[config.mk]
export PLATFORM = sky130hd
export DESIGN_NAME = quaternion_mount_rotate_core
export DESIGN_NICKNAME = d
export VERILOG_FILES = /design/src/rtl/qmr_pkg.sv /design/src/rtl/quaternion_mount_rotate_core.sv
export SDC_FILE = /design/constraint.sdc
export NUM_CORES = 2
export LEC_CHECK = 0
export BUFFER_PORTS_ARGS = -buffer_cell sky130_fd_sc_hd__buf_4
export CAP_MARGIN = 20
export CORE_MARGIN = 10
export CORE_UTILIZATION = 30
export CTS_CLUSTER_DIAMETER = 150
export DETAILED_ROUTE_END_ITERATION = 7
export GPL_TIMING_DRIVEN = 0
export PLACE_DENSITY = 0.43
export SLEW_MARGIN = 5
export SYNTH_ARGS = -nofsm -noshare
export SYNTH_HDL_FRONTEND = slang
export SYNTH_SLANG_ARGS = --single-unit
[constraint.sdc]
create_clock -name clk -period 9 [get_ports clk]
set_input_delay 0.9 -clock clk [delete_from_list [all_inputs] [get_ports clk]]
set_output_delay 0.9 -clock clk [all_outputs]
set_load 0.05 [all_outputs]
[src/rtl/qmr_pkg.sv]
// ----------------------------------------------------------------------------
// qmr_pkg: shared types and constants for the mount rotation core
// Command codes, sequencer states and the sign pattern of the Hamilton product.
// ----------------------------------------------------------------------------
package qmr_pkg;

	localparam int CMD_BITS    = 3;
	localparam int SENSOR_BITS = 3;

	typedef enum logic [CMD_BITS-1:0] {
		CMD_TRANSFORM = 3'd0,
		CMD_SET_KEEP  = 3'd1,
		CMD_SET_IDENT = 3'd2,
		CMD_RESET_ALL = 3'd3,
		CMD_READ      = 3'd4
	} cmd_t;

	typedef enum logic [3:0] {
		ST_IDLE,
		ST_RDMEM,
		ST_MUL,
		ST_SQR,
		ST_CHK,
		ST_SQRT,
		ST_DIVI,
		ST_DIVS,
		ST_DONE
	} state_t;

	// product term k*4+i is a[i]*b[k^i]; set bit means the term is subtracted
	localparam logic [15:0] TERM_NEG = 16'h428E;

endpackage

[src/rtl/quaternion_mount_rotate_core.sv]
// ----------------------------------------------------------------------------
// quaternion_mount_rotate_core: per-sensor mounting table and sandwich rotation
// Holds one mounting quaternion per sensor and rotates items by conj(m)*q*m.
// ----------------------------------------------------------------------------
// Usage notes.
// Input channel (in_valid/in_ready) carries command, sensor and a Q2.14
// quaternion; output channel (out_valid/out_ready) carries one result item per
// input item: out_w..out_z and accepted.
// One item is processed at a time; in_ready is high while the sequencer idles.
// Steps per item, from acceptance to the result register loading:
//   transform : two passes of one shared multiplier, 32 products
//   set       : squared norm on the shared multiplier, band check, then
//               the bit-serial square root and divider
//   read, reset all, out-of-range or unknown command : table read, then result
// The table sits in a single synchronous RAM read once per item; a valid bit
// per entry marks written rows, an unset row reads as identity.
// Reset (arst_n low) clears all valid bits, so every mounting is identity at
// once. Reset-all does the same.
// The result is held in an output register; the next item may be accepted
// while it waits. If the receiver still stalls when the next result is ready,
// the sequencer waits in its final state.
// ----------------------------------------------------------------------------
module quaternion_mount_rotate_core
	import qmr_pkg::*;
#(
	parameter int SENSOR_COUNT   = 6,
	parameter int COMPONENT_BITS = 16
) (
	input  logic                             clk,
	input  logic                             arst_n,
	input  logic                             in_valid,
	output logic                             in_ready,
	input  logic [CMD_BITS-1:0]              command,
	input  logic [SENSOR_BITS-1:0]           sensor,
	input  logic signed [COMPONENT_BITS-1:0] in_w,
	input  logic signed [COMPONENT_BITS-1:0] in_x,
	input  logic signed [COMPONENT_BITS-1:0] in_y,
	input  logic signed [COMPONENT_BITS-1:0] in_z,
	output logic                             out_valid,
	input  logic                             out_ready,
	output logic signed [COMPONENT_BITS-1:0] out_w,
	output logic signed [COMPONENT_BITS-1:0] out_x,
	output logic signed [COMPONENT_BITS-1:0] out_y,
	output logic signed [COMPONENT_BITS-1:0] out_z,
	output logic                             accepted
);

	localparam int CB   = COMPONENT_BITS;
	localparam int FRAC = CB - 2;
	localparam int PW   = 2 * CB;          // product width
	localparam int AW2  = 2 * CB + 2;      // accumulator width
	localparam int SW   = 2 * FRAC + 2;    // square root working width
	localparam int RW   = CB + 1;          // divider remainder width
	localparam int AW   = (SENSOR_COUNT > 1) ? $clog2(SENSOR_COUNT) : 1;
	localparam int CW   = $clog2(CB);

	localparam logic signed [CB-1:0] ONE_Q  = CB'(longint'(1) << FRAC);
	localparam logic signed [CB-1:0] CMAX   = {1'b0, {(CB-1){1'b1}}};
	localparam logic signed [CB-1:0] CMIN   = {1'b1, {(CB-1){1'b0}}};
	localparam logic signed [CB-1:0] LIMIT  = CB'(longint'(3) << (FRAC - 1));
	localparam logic signed [CB-1:0] NLIMIT = -LIMIT;
	localparam logic signed [AW2-1:0] HALF  = AW2'(longint'(1) << (FRAC - 1));

	// norm band [0.998001, 1.002001] scaled by 2^(2*FRAC)
	localparam logic [63:0] SCALE  = 64'd1 << (2 * FRAC);
	localparam logic [63:0] SC_Q   = SCALE / 64'd1000000;
	localparam logic [63:0] SC_R   = SCALE % 64'd1000000;
	localparam logic [63:0] LO_THR = SC_Q * 64'd998001 + (SC_R * 64'd998001) / 64'd1000000
		+ ((((SC_R * 64'd998001) % 64'd1000000) != 64'd0) ? 64'd1 : 64'd0);
	localparam logic [63:0] HI_THR = SC_Q * 64'd1002001
		+ (SC_R * 64'd1002001) / 64'd1000000;
	localparam logic [AW2-1:0] LO_T = AW2'(LO_THR);
	localparam logic [AW2-1:0] HI_T = AW2'(HI_THR);

	state_t state_q, state_d;

	// item registers
	cmd_t                cmd_q;
	logic [AW-1:0]       addr_q;
	logic                inr_q;
	logic                ok_q;
	logic signed [CB-1:0] q_q [4];
	logic signed [CB-1:0] m_q [4];
	logic signed [CB-1:0] t_q [4];
	logic signed [CB-1:0] r_q [4];
	logic signed [CB-1:0] n_q [4];

	// sequencing
	logic [4:0]    idx_q;
	logic          phase_q;
	logic [CW-1:0] cnt_q;
	logic [1:0]    j_q;

	// multiplier pipeline
	logic signed [PW-1:0]  prod_s1;
	logic                  pv_s1;
	logic [3:0]            pidx_s1;
	logic signed [AW2-1:0] acc_q;

	// square root and divider
	logic [SW-1:0] sq_n_q, sq_res_q, sq_bit_q;
	logic [RW-1:0] rem_q;
	logic [CB-1:0] dnum_q, qt_q;

	// mounting table
	logic [4*CB-1:0]         mem [SENSOR_COUNT];
	logic [4*CB-1:0]         rd_q;
	logic [SENSOR_COUNT-1:0] valid_q;

	logic signed [CB-1:0] out_q [4];
	logic                 out_valid_q, acc_out_q;

	logic in_fire, done_go, wr_en, clr_one, clr_all;
	logic [AW-1:0] in_addr;
	logic          in_rng;

	assign in_addr = AW'(sensor);
	assign in_rng  = (32'(sensor) < SENSOR_COUNT);
	assign in_fire = in_valid && in_ready;

	// ---------------- multiplier operand selection ----------------
	logic [1:0]           mi, mk, mbi;
	logic signed [CB-1:0] mul_a, mul_b;
	logic                 mul_neg, mul_issue;
	logic signed [PW-1:0] prod_full;

	always_comb begin
		mi        = idx_q[1:0];
		mk        = idx_q[3:2];
		mbi       = mk ^ mi;
		mul_a     = q_q[mi];
		mul_b     = q_q[mi];
		mul_neg   = 1'b0;
		mul_issue = 1'b0;
		if (state_q == ST_MUL) begin
			mul_issue = !idx_q[4];
			if (!phase_q) begin
				// conj(m) * q : vector part of m negated
				mul_a   = m_q[mi];
				mul_b   = q_q[mbi];
				mul_neg = TERM_NEG[idx_q[3:0]] ^ (mi != 2'd0);
			end else begin
				mul_a   = t_q[mi];
				mul_b   = m_q[mbi];
				mul_neg = TERM_NEG[idx_q[3:0]];
			end
		end else if (state_q == ST_SQR) begin
			mul_issue = !idx_q[2];
		end
		prod_full = mul_a * mul_b;
	end

	// ---------------- accumulate, round, saturate ----------------
	logic signed [AW2-1:0] acc_base, acc_sum, rsh;
	logic signed [CB-1:0]  rnd;

	always_comb begin
		acc_base = (pidx_s1[1:0] == 2'd0) ? '0 : acc_q;
		acc_sum  = acc_base + AW2'(prod_s1);
		rsh      = (acc_sum + HALF) >>> FRAC;
		if (rsh > AW2'(CMAX))
			rnd = CMAX;
		else if (rsh < AW2'(CMIN))
			rnd = CMIN;
		else
			rnd = CB'(rsh);
	end

	// ---------------- validation ----------------
	logic limit_ok, band_ok;

	always_comb begin
		limit_ok = 1'b1;
		for (int i = 0; i < 4; i++) begin
			if (q_q[i] > LIMIT || q_q[i] < NLIMIT)
				limit_ok = 1'b0;
		end
		band_ok = (acc_q >= LO_T) && (acc_q <= HI_T);
	end

	// ---------------- square root step ----------------
	logic [SW-1:0] sq_trial;
	logic          sq_ge;

	assign sq_trial = sq_res_q + sq_bit_q;
	assign sq_ge    = (sq_n_q >= sq_trial);

	// ---------------- divider ----------------
	logic [RW-1:0]        s_div, rtry;
	logic [CB-1:0]        abs_c, qfin;
	logic [PW-1:0]        num;
	logic                 d_ge;
	logic signed [CB-1:0] qsat;

	always_comb begin
		s_div = sq_res_q[RW-1:0];
		abs_c = q_q[j_q][CB-1] ? CB'(-q_q[j_q]) : CB'(q_q[j_q]);
		num   = (PW'(abs_c) << FRAC) + PW'(s_div >> 1);
		rtry  = {rem_q[RW-2:0], dnum_q[CB-1]};
		d_ge  = (rtry >= s_div);
		qfin  = {qt_q[CB-2:0], d_ge};
		if (q_q[j_q][CB-1])
			qsat = (qfin > CB'(CMIN)) ? CMIN : CB'(-qfin);
		else
			qsat = qfin[CB-1] ? CMAX : CB'(qfin);
	end

	// ---------------- next state ----------------
	always_comb begin
		state_d = state_q;
		unique case (state_q)
			ST_IDLE: begin
				if (in_valid)
					state_d = ST_RDMEM;
			end
			ST_RDMEM: begin
				if (inr_q && cmd_q == CMD_TRANSFORM)
					state_d = ST_MUL;
				else if (inr_q && (cmd_q == CMD_SET_KEEP || cmd_q == CMD_SET_IDENT))
					state_d = ST_SQR;
				else
					state_d = ST_DONE;
			end
			ST_MUL: begin
				if (idx_q[4] && phase_q)
					state_d = ST_DONE;
			end
			ST_SQR: begin
				if (idx_q[2])
					state_d = ST_CHK;
			end
			ST_CHK: begin
				state_d = (limit_ok && band_ok) ? ST_SQRT : ST_DONE;
			end
			ST_SQRT: begin
				if (cnt_q == '0)
					state_d = ST_DIVI;
			end
			ST_DIVI: begin
				state_d = ST_DIVS;
			end
			ST_DIVS: begin
				if (cnt_q == '0)
					state_d = (j_q == 2'd3) ? ST_DONE : ST_DIVI;
			end
			ST_DONE: begin
				if (done_go)
					state_d = ST_IDLE;
			end
			default: state_d = ST_IDLE;
		endcase
	end

	// ---------------- control outputs ----------------
	always_comb begin
		in_ready = (state_q == ST_IDLE);
		done_go  = (state_q == ST_DONE) && (!out_valid_q || out_ready);
		wr_en    = done_go && inr_q && ok_q
			&& (cmd_q == CMD_SET_KEEP || cmd_q == CMD_SET_IDENT);
		clr_one  = done_go && inr_q && !ok_q && (cmd_q == CMD_SET_IDENT);
		clr_all  = done_go && (cmd_q == CMD_RESET_ALL);
	end

	// result selection
	logic signed [CB-1:0] res [4];
	logic                 res_acc;

	always_comb begin
		res[0]  = ONE_Q;
		res[1]  = '0;
		res[2]  = '0;
		res[3]  = '0;
		res_acc = 1'b0;
		unique case (cmd_q)
			CMD_TRANSFORM: begin
				res     = inr_q ? r_q : q_q;
				res_acc = inr_q;
			end
			CMD_SET_KEEP, CMD_SET_IDENT: begin
				res_acc = inr_q && ok_q;
				if (inr_q && ok_q)
					res = n_q;
				else if (inr_q && cmd_q == CMD_SET_KEEP)
					res = m_q;
			end
			CMD_RESET_ALL: begin
				res[0]  = '0;
				res_acc = 1'b1;
			end
			CMD_READ: begin
				if (inr_q)
					res = m_q;
				res_acc = inr_q;
			end
			default: begin
				res[0] = '0;
			end
		endcase
	end

	// ---------------- control registers ----------------
	always_ff @(posedge clk or negedge arst_n) begin
		if (!arst_n) begin
			state_q     <= ST_IDLE;
			idx_q       <= '0;
			phase_q     <= 1'b0;
			cnt_q       <= '0;
			j_q         <= '0;
			pv_s1       <= 1'b0;
			ok_q        <= 1'b0;
			valid_q     <= '0;
			out_valid_q <= 1'b0;
		end else begin
			state_q <= state_d;
			pv_s1   <= mul_issue;

			if (in_fire)
				ok_q <= 1'b0;

			if (state_q == ST_RDMEM) begin
				idx_q   <= '0;
				phase_q <= 1'b0;
			end else if (state_q == ST_MUL) begin
				if (idx_q[4]) begin
					idx_q   <= '0;
					phase_q <= 1'b1;
				end else begin
					idx_q <= idx_q + 5'd1;
				end
			end else if (state_q == ST_SQR) begin
				idx_q <= idx_q + 5'd1;
			end

			if (state_q == ST_CHK) begin
				cnt_q <= CW'(FRAC);
				j_q   <= '0;
			end else if (state_q == ST_SQRT) begin
				cnt_q <= cnt_q - 1'b1;
			end else if (state_q == ST_DIVI) begin
				cnt_q <= CW'(CB - 1);
			end else if (state_q == ST_DIVS) begin
				cnt_q <= cnt_q - 1'b1;
				if (cnt_q == '0) begin
					j_q <= j_q + 2'd1;
					if (j_q == 2'd3)
						ok_q <= 1'b1;
				end
			end

			if (clr_all)
				valid_q <= '0;
			else if (clr_one)
				valid_q[addr_q] <= 1'b0;
			else if (wr_en)
				valid_q[addr_q] <= 1'b1;

			if (done_go)
				out_valid_q <= 1'b1;
			else if (out_ready)
				out_valid_q <= 1'b0;
		end
	end

	// ---------------- datapath registers ----------------
	always_ff @(posedge clk) begin
		if (in_fire) begin
			cmd_q  <= cmd_t'(command);
			addr_q <= in_addr;
			inr_q  <= in_rng;
			q_q[0] <= in_w;
			q_q[1] <= in_x;
			q_q[2] <= in_y;
			q_q[3] <= in_z;
		end

		if (state_q == ST_RDMEM) begin
			for (int i = 0; i < 4; i++)
				m_q[i] <= valid_q[addr_q] ? rd_q[i*CB +: CB]
					: ((i == 0) ? ONE_Q : '0);
		end

		prod_s1 <= mul_neg ? -prod_full : prod_full;
		pidx_s1 <= idx_q[3:0];

		if (pv_s1) begin
			acc_q <= acc_sum;
			if (state_q == ST_MUL && pidx_s1[1:0] == 2'd3) begin
				if (!phase_q)
					t_q[pidx_s1[3:2]] <= rnd;
				else
					r_q[pidx_s1[3:2]] <= rnd;
			end
		end

		if (state_q == ST_CHK) begin
			sq_n_q   <= acc_q[SW-1:0];
			sq_res_q <= '0;
			sq_bit_q <= SW'(1) << (2 * FRAC);
		end else if (state_q == ST_SQRT) begin
			if (sq_ge) begin
				sq_n_q   <= sq_n_q - sq_trial;
				sq_res_q <= (sq_res_q >> 1) + sq_bit_q;
			end else begin
				sq_res_q <= sq_res_q >> 1;
			end
			sq_bit_q <= sq_bit_q >> 2;
		end

		if (state_q == ST_DIVI) begin
			rem_q  <= RW'(num[PW-1:CB]);
			dnum_q <= num[CB-1:0];
			qt_q   <= '0;
		end else if (state_q == ST_DIVS) begin
			rem_q  <= d_ge ? (rtry - s_div) : rtry;
			dnum_q <= dnum_q << 1;
			qt_q   <= qfin;
			if (cnt_q == '0)
				n_q[j_q] <= qsat;
		end

		if (done_go) begin
			out_q     <= res;
			acc_out_q <= res_acc;
		end
	end

	// ---------------- mounting table RAM ----------------
	always_ff @(posedge clk) begin
		if (in_fire)
			rd_q <= mem[in_addr];
		if (wr_en)
			mem[addr_q] <= {n_q[3], n_q[2], n_q[1], n_q[0]};
	end

	assign out_valid = out_valid_q;
	assign out_w     = out_q[0];
	assign out_x     = out_q[1];
	assign out_y     = out_q[2];
	assign out_z     = out_q[3];
	assign accepted  = acc_out_q;

	// ---------------- assertions ----------------
	a_out_from_done: assert property (@(posedge clk) disable iff (!arst_n)
		$rose(out_valid_q) |-> $past(state_q == ST_DONE))
		else $error("result appeared outside the final state");

	a_reset_all_clears: assert property (@(posedge clk) disable iff (!arst_n)
		clr_all |=> (valid_q == '0))
		else $error("reset-all left a written entry");

	a_prod_in_mul: assert property (@(posedge clk) disable iff (!arst_n)
		pv_s1 |-> (state_q == ST_MUL || state_q == ST_SQR))
		else $error("product pending outside multiply states");

	a_div_nonzero: assert property (@(posedge clk) disable iff (!arst_n)
		(state_q == ST_DIVI || state_q == ST_DIVS) |-> (sq_res_q != '0))
		else $error("division by zero norm");

endmodule

-- Word-level counts from Yosys, hierarchy flattened
Memories as Yosys holds them, arrays and structs flattened. A register that Yosys moved wholly into a read port is not among the register bits.
Index checks and enable logic that the tools add are counted.
- logic and storage cells: 276
- bits in registers: 545
- RAM bits: 448
- memories kept: 3
- input port bits: 74
- output and inout bits: 67
- bits in read-only memories: 16
- memories (name ; words ; width ; rd ports ; clocked after memory_dff ; wr ports ; line ; RTL):
    mem ; 6 ; 64 ; 1 ; 1 ; 1 ; quaternion_mount_rotate_core.sv:106 ; logic [4*CB-1:0] mem [SENSOR_COUNT];
    t_q ; 4 ; 16 ; 1 ; 0 ; 1 ; quaternion_mount_rotate_core.sv:84 ; logic signed [CB-1:0] t_q [4];
    (name not given) ; 16 ; 1 ; 1 ; 0 ; 0 ; quaternion_mount_rotate_core.sv:145 ; mul_neg = TERM_NEG[idx_q[3:0]];
- mux-type cells: 107
- bitwise gates (word level): 10
- add/sub/neg operators: 13
- multiply operators: 1
- reduce and logical (&&, ||, !) cells: 53
- order comparisons: 25
- equality and inequality tests: 22
- operator list (kind ; number):
    16-bit 2-to-1 mux ; 26
    64-bit 2-to-1 mux ; 4
    16-bit binary-select mux with 2-bit select ; 5
    48-bit case mux with 3 select lines ; 1
    64-bit bitwise mux ; 2
    30-bit 2-to-1 mux ; 4
    16-bit > comparator (second input constant) ; 5
    16-bit demux with 2-bit select ; 2
    16-bit less-than comparator (second input constant) ; 4
    4-bit 2-to-1 mux ; 14
    16-bit case mux with 3 select lines ; 1
    4-bit case mux with 9 select lines ; 1
    34-bit by 15-bit adder with 34-bit output (second input constant) ; 1
    34-bit by 32-bit adder with 34-bit output ; 1
    34-bit by 28-bit >= comparator with 1-bit output (second input constant) ; 1
    34-bit by 29-bit less-or-equal comparator with 1-bit output (second input constant) ; 1
    34-bit 2-to-1 mux ; 1
    16-bit by 16-bit multiplier with 32-bit output ; 1
    32-bit 2-to-1 mux ; 1
    16-bit negation ; 2
    32-bit negation ; 1
    30-bit by 16-bit adder with 31-bit output ; 1
    29-bit by 29-bit adder with 30-bit output ; 1
    30-bit by 29-bit adder with 30-bit output ; 1
    54 further kinds ; 149

-- Longest topological paths before layout
- depth in word-level cells: 10
- depth in mapped cells: 36
- depth with buffers taken out: 32

-- Worst setup path before layout
Ideal clock, no wire load.
- path kind: register to register
- from: register idx_q[0]
- to: register prod_s1[28]
- data arrival time: 9.220 ns
- required time: 8.880 ns
- path slack: -0.340 ns
- period minus slack after synthesis: 9.340 ns
- buffers on the path: 5
- stages on the path, launching flop included: 33
- library setup time: 0.120 ns
- cells stage by stage: dfrtp_1 > buf_2 > buf_2 > buf_1 > buf_2 > mux4_2 > nor2_1 > a31o_2 > clkbuf_1 > nor2_1 > fa_1 > inv_1 > fa_1 > fa_1 > inv_1 > fa_1 > fa_1 > inv_1 > fa_1 > inv_1 > ha_1 > a21o_1 > a21o_1 > a21o_1 > a221oi_1 > a21o_1 > o21ai_0 > or3_1 > or2_2 > nor4_1 > o21ai_1 > a21oi_1 > xnor2_1
- cells in the longest elaborated chain, start to end: 10
- elaborated cells on any way between the ends: 29
- those cells by class: add/sub: 1; mul: 1; mux: 20; bitwise: 4; reduce/logical: 1; memory: 2
- ends and longest elaborated chain (element ; line ; RTL):
    start: declaration ; quaternion_mount_rotate_core.sv:89 ; logic [4:0] idx_q;
    start signal: assignment ; quaternion_mount_rotate_core.sv:328 ; idx_q <= idx_q + 5'd1;
    start signal: assignment ; quaternion_mount_rotate_core.sv:331 ; idx_q <= idx_q + 5'd1;
    2-bit XOR ; quaternion_mount_rotate_core.sv:130 ; mbi = mk ^ mi;
    2-bit inverter with 3-bit output (implied by the code) ; quaternion_mount_rotate_core.sv:140, quaternion_mount_rotate_core.sv:144 ;
    16-bit binary-select mux with 2-bit select (on tied branches) ; quaternion_mount_rotate_core.sv:140, quaternion_mount_rotate_core.sv:144 ;
    16-bit 2-to-1 mux (on tied branches) (2 in a row) ; quaternion_mount_rotate_core.sv:140, quaternion_mount_rotate_core.sv:144 ;
    16-bit 2-to-1 mux ; quaternion_mount_rotate_core.sv:137 ; if (!phase_q) begin
    16-bit 2-to-1 mux ; quaternion_mount_rotate_core.sv:135 ; if (state_q == ST_MUL) begin
    16-bit by 16-bit multiplier with 32-bit output ; quaternion_mount_rotate_core.sv:150 ; prod_full = mul_a * mul_b;
    32-bit negation ; quaternion_mount_rotate_core.sv:382 ; prod_s1 <= mul_neg ? -prod_full : prod_full;
    32-bit 2-to-1 mux (*) ; quaternion_mount_rotate_core.sv:382 ;
    end signal: assignment ; quaternion_mount_rotate_core.sv:382 ;
    end: declaration ; quaternion_mount_rotate_core.sv:95 ; logic signed [PW-1:0] prod_s1;
Every way passes the cells marked *; elsewhere a longest branch is shown, timed or not. The select of a mux whose other input is x is not followed.
A chain may end at the register's enable or synchronous reset.

-- Worst setup path after layout
- from: register idx_q[1]
- to: register prod_s1[29]
The elaborated chain is that of the path after synthesis.

==> reports/metrics.cfg <==
[floorplan]
io_pins=141
die_h_um=469
start_util_pct=30.2
die-area_sq_um=220000
core_sq_um=200000
dieWidth_um=469
rows=164

[placement]
hpwlAfterDp_um=168000
globalplace.congestion=0.916
place.port_buffers=140

[sta]
slew_headroom_pct=23.5
setup_violations=0
finalMaxSlewViolations=0
skew_ns=0.0576
timing.final.crit_share_pct=97.4
tightest_slew_ns=1.14
min_period_ns=8.77
clock.fmax_ghz=0.114
hold_viol=0

[cts]
numCtsBuffers=130
clock_latency_ns=0.83
clockBufferDepth=3
htreeDepth=4
clock_sinks=1057
cts_tree=done
clkSlewWorstSetupHoldPaths_ns=0.06
root_buffer=clkbuf_16

[logic_synthesis]
ys_seq_elements=1057
synth-main-ff-cell=edfxtp_1
netlist_area_sq_um=60400
ys_warn_count=0
yosys-top-cells-area=edfxtp_1, fa_1, mux4_2, ha_1, dfxtp_1
synth_fp_nets=5524
netlist-cell-type-count=98
ys_async_sr_fraction_pct=2.37
synth_seq_area_share_pct=50.7
synth-edff-count=936
synth.top_cell.area_share_pct=46.5
syn_inst=4974
yosys.area_share.xor_xnor_pct=3.33
synth_compound_area_share_pct=9.86
synthAdderAreaFrac_pct=13.2
synth.mux.area_fraction_pct=8.48
synth_common_cells=edfxtp_1, inv_1, nand2_1, nor2_1, fa_1
yosysMostFrequentCell=edfxtp_1
synth_top_family_by_area=adder cells
synthSimpleGateAreaFrac_pct=10.2
synth_top_area_cell=edfxtp_1
syn_avg_cell_area_sq_um=12.1

[drt]
first_iter_violations=3404
wl_per_cell_um=26.7
postRouteAntennaNets=0
wl_um=216000
routed_via_density=5.14
vias=41600
drt_pass1_iterations=6
remaining_drc_errors=0

[critical_path]
path_max_fanout=10
required_ns=9.68
arrival_ns=9.45
path_common_cell=fa_1
critPathSlowestCell=fa_1
critical_path_class=register to register
slowest_delay_ns=0.54
cp-end-kind=register
cp-start-kind=register

[global_route]
grt_pass1_vias=42200
grt_pass1_wl_um=308000
antenna_found_initial=9
grt_max_degree=52
grt_overflow=0
grt_usage_pct=19.3

[layout]
fillerInstances=19700
nets=5888
drive_gt1_share_pct=16.3
finalCoreUtilization_pct=35.7
syn_to_final_growth_pct=18.2

[run_status]
status=complete, no violations

[min_path]
hp-class=input pin to register

[run]
cap_violations=0

cells by family (layout without fill, tap and decap cells):
group                    count (synthesis)  count (layout)
AND/OR/NAND/NOR                       1309            1309
flip-flops                            1057            1057
AO/OA/AOI/OAI                          930             930
buffers and inverters                  673            1131
adder cells (fa/ha/maj)                476             476
multiplexers                           305             305
XOR/XNOR                               224             224
other                                    0               8
per-stage QoR:
stage / worst slack [ns] / TNS [ns] / instance area [sq um] / hold WS, ns / instances
floorplan: 0.0164 / 0 / 60400 / 0.345 / 4974
global route: -0.0125 / -0.0125 / 71400 / 0.216 / 8089
finish: 0.233 / 0 / 71500 / 0.251 / 8096
detailed placement: -3.03 / -39.19 / 65700 / 0.351 / 7820
global placement: -5.67 / -1931.28 / 64800 / 0.353 / 7770
CTS: 0.0389 / 0 / 71000 / 0.212 / 8060
registers in the layout, indices dropped and copies added (netlist names), 30 cells and up:
signal    count
acc_q        34
m_q          64
mem         384
n_q          64
prod_s1      32
q_q          64
r_q          64
rd_q         64
sq_n_q       30
sq_res_q     30
t_q          64
worst max-delay path, delay by kind of cell, from the launching register on:
family / cells / cell delay, ns
buffers and inverters: 7 / 0.87
and+or+nand+nor: 7 / 1.71
DFF: 1 / 0.42
xor gates and xnor gates: 1 / 0.14
AOI/OAI and AO/OA: 7 / 1.68
muxes: 2 / 0.48
adders and majority gates: 7 / 3.32
metal layers:
| metal | track usage, % | routed length [um] | vias up |
|---|---|---|---|
| met5 | 0 | 37 | - |
| met4 | 8.44 | 10300 | 6 |
| met3 | 3.06 | 11600 | 429 |
| met2 | 32.4 | 104000 | 1325 |
| met1 | 24.7 | 90200 | 21200 |
| li1 | - | - | 18700 |
timing repair:
item,in CTS,in global routing
hold endpoints to repair,4,0
setup endpoints to repair,23,11
pin swaps,14,13
gates resized for setup,228,82
gates cloned,1,0
hold buffers,1,0
buffers inserted,18,26
cells in the final DEF (no fill, tap or decap), types with 97 or more instances in the layout:
cell	count
edfxtp_1	936
inv_1	435
nand2_1	393
nor2_1	370
fa_1	264
a21oi_1	260
ha_1	206
buf_4	205
o21ai_0	184
clkbuf_1	165
mux4_2	161
clkbuf_16	132
xnor2_1	119
a22oi_1	110
mux2i_1	97
final timing paths:
check / start / to / slack (ns) / cells past startpoint
max: idx_q[1] / prod_s1[29] / 0.23 / 31
max reg2reg: idx_q[1] / prod_s1[29] / 0.23 / 31
max in group asynchronous: arst_n / idx_q[0] / 7.99 / 2
min in group asynchronous: arst_n / valid_q[5] / 0.65 / 2
min: in_w[5] / q_q[53] / 0.25 / 1
min reg2reg: sq_bit_q[0] / sq_bit_q[0] / 0.49 / 2
area by class of cell:
| type | instances | area [sq um] | share of cell area [%] |
|---|---|---|---|
| Inverter | 443 | 1670 | 2.33 |
| Sequential cell | 1057 | 30700 | 42.9 |
| Buffer | 223 | 1250 | 1.75 |
| Clock buffer | 154 | 3370 | 4.72 |
| Clock inverter | 72 | 811 | 1.13 |
| Multi-Input combinational cell | 3244 | 28100 | 39.4 |
| Antenna cell | 8 | 20.0 | 0.0280 |
| Timing Repair Buffer | 239 | 2210 | 3.09 |
| Tap cell | 2656 | 3320 | 4.65 |
Power is left out: the tool's default activity adds up to more than one toggle a clock period on the data nets, which glitch-free logic cannot reach.
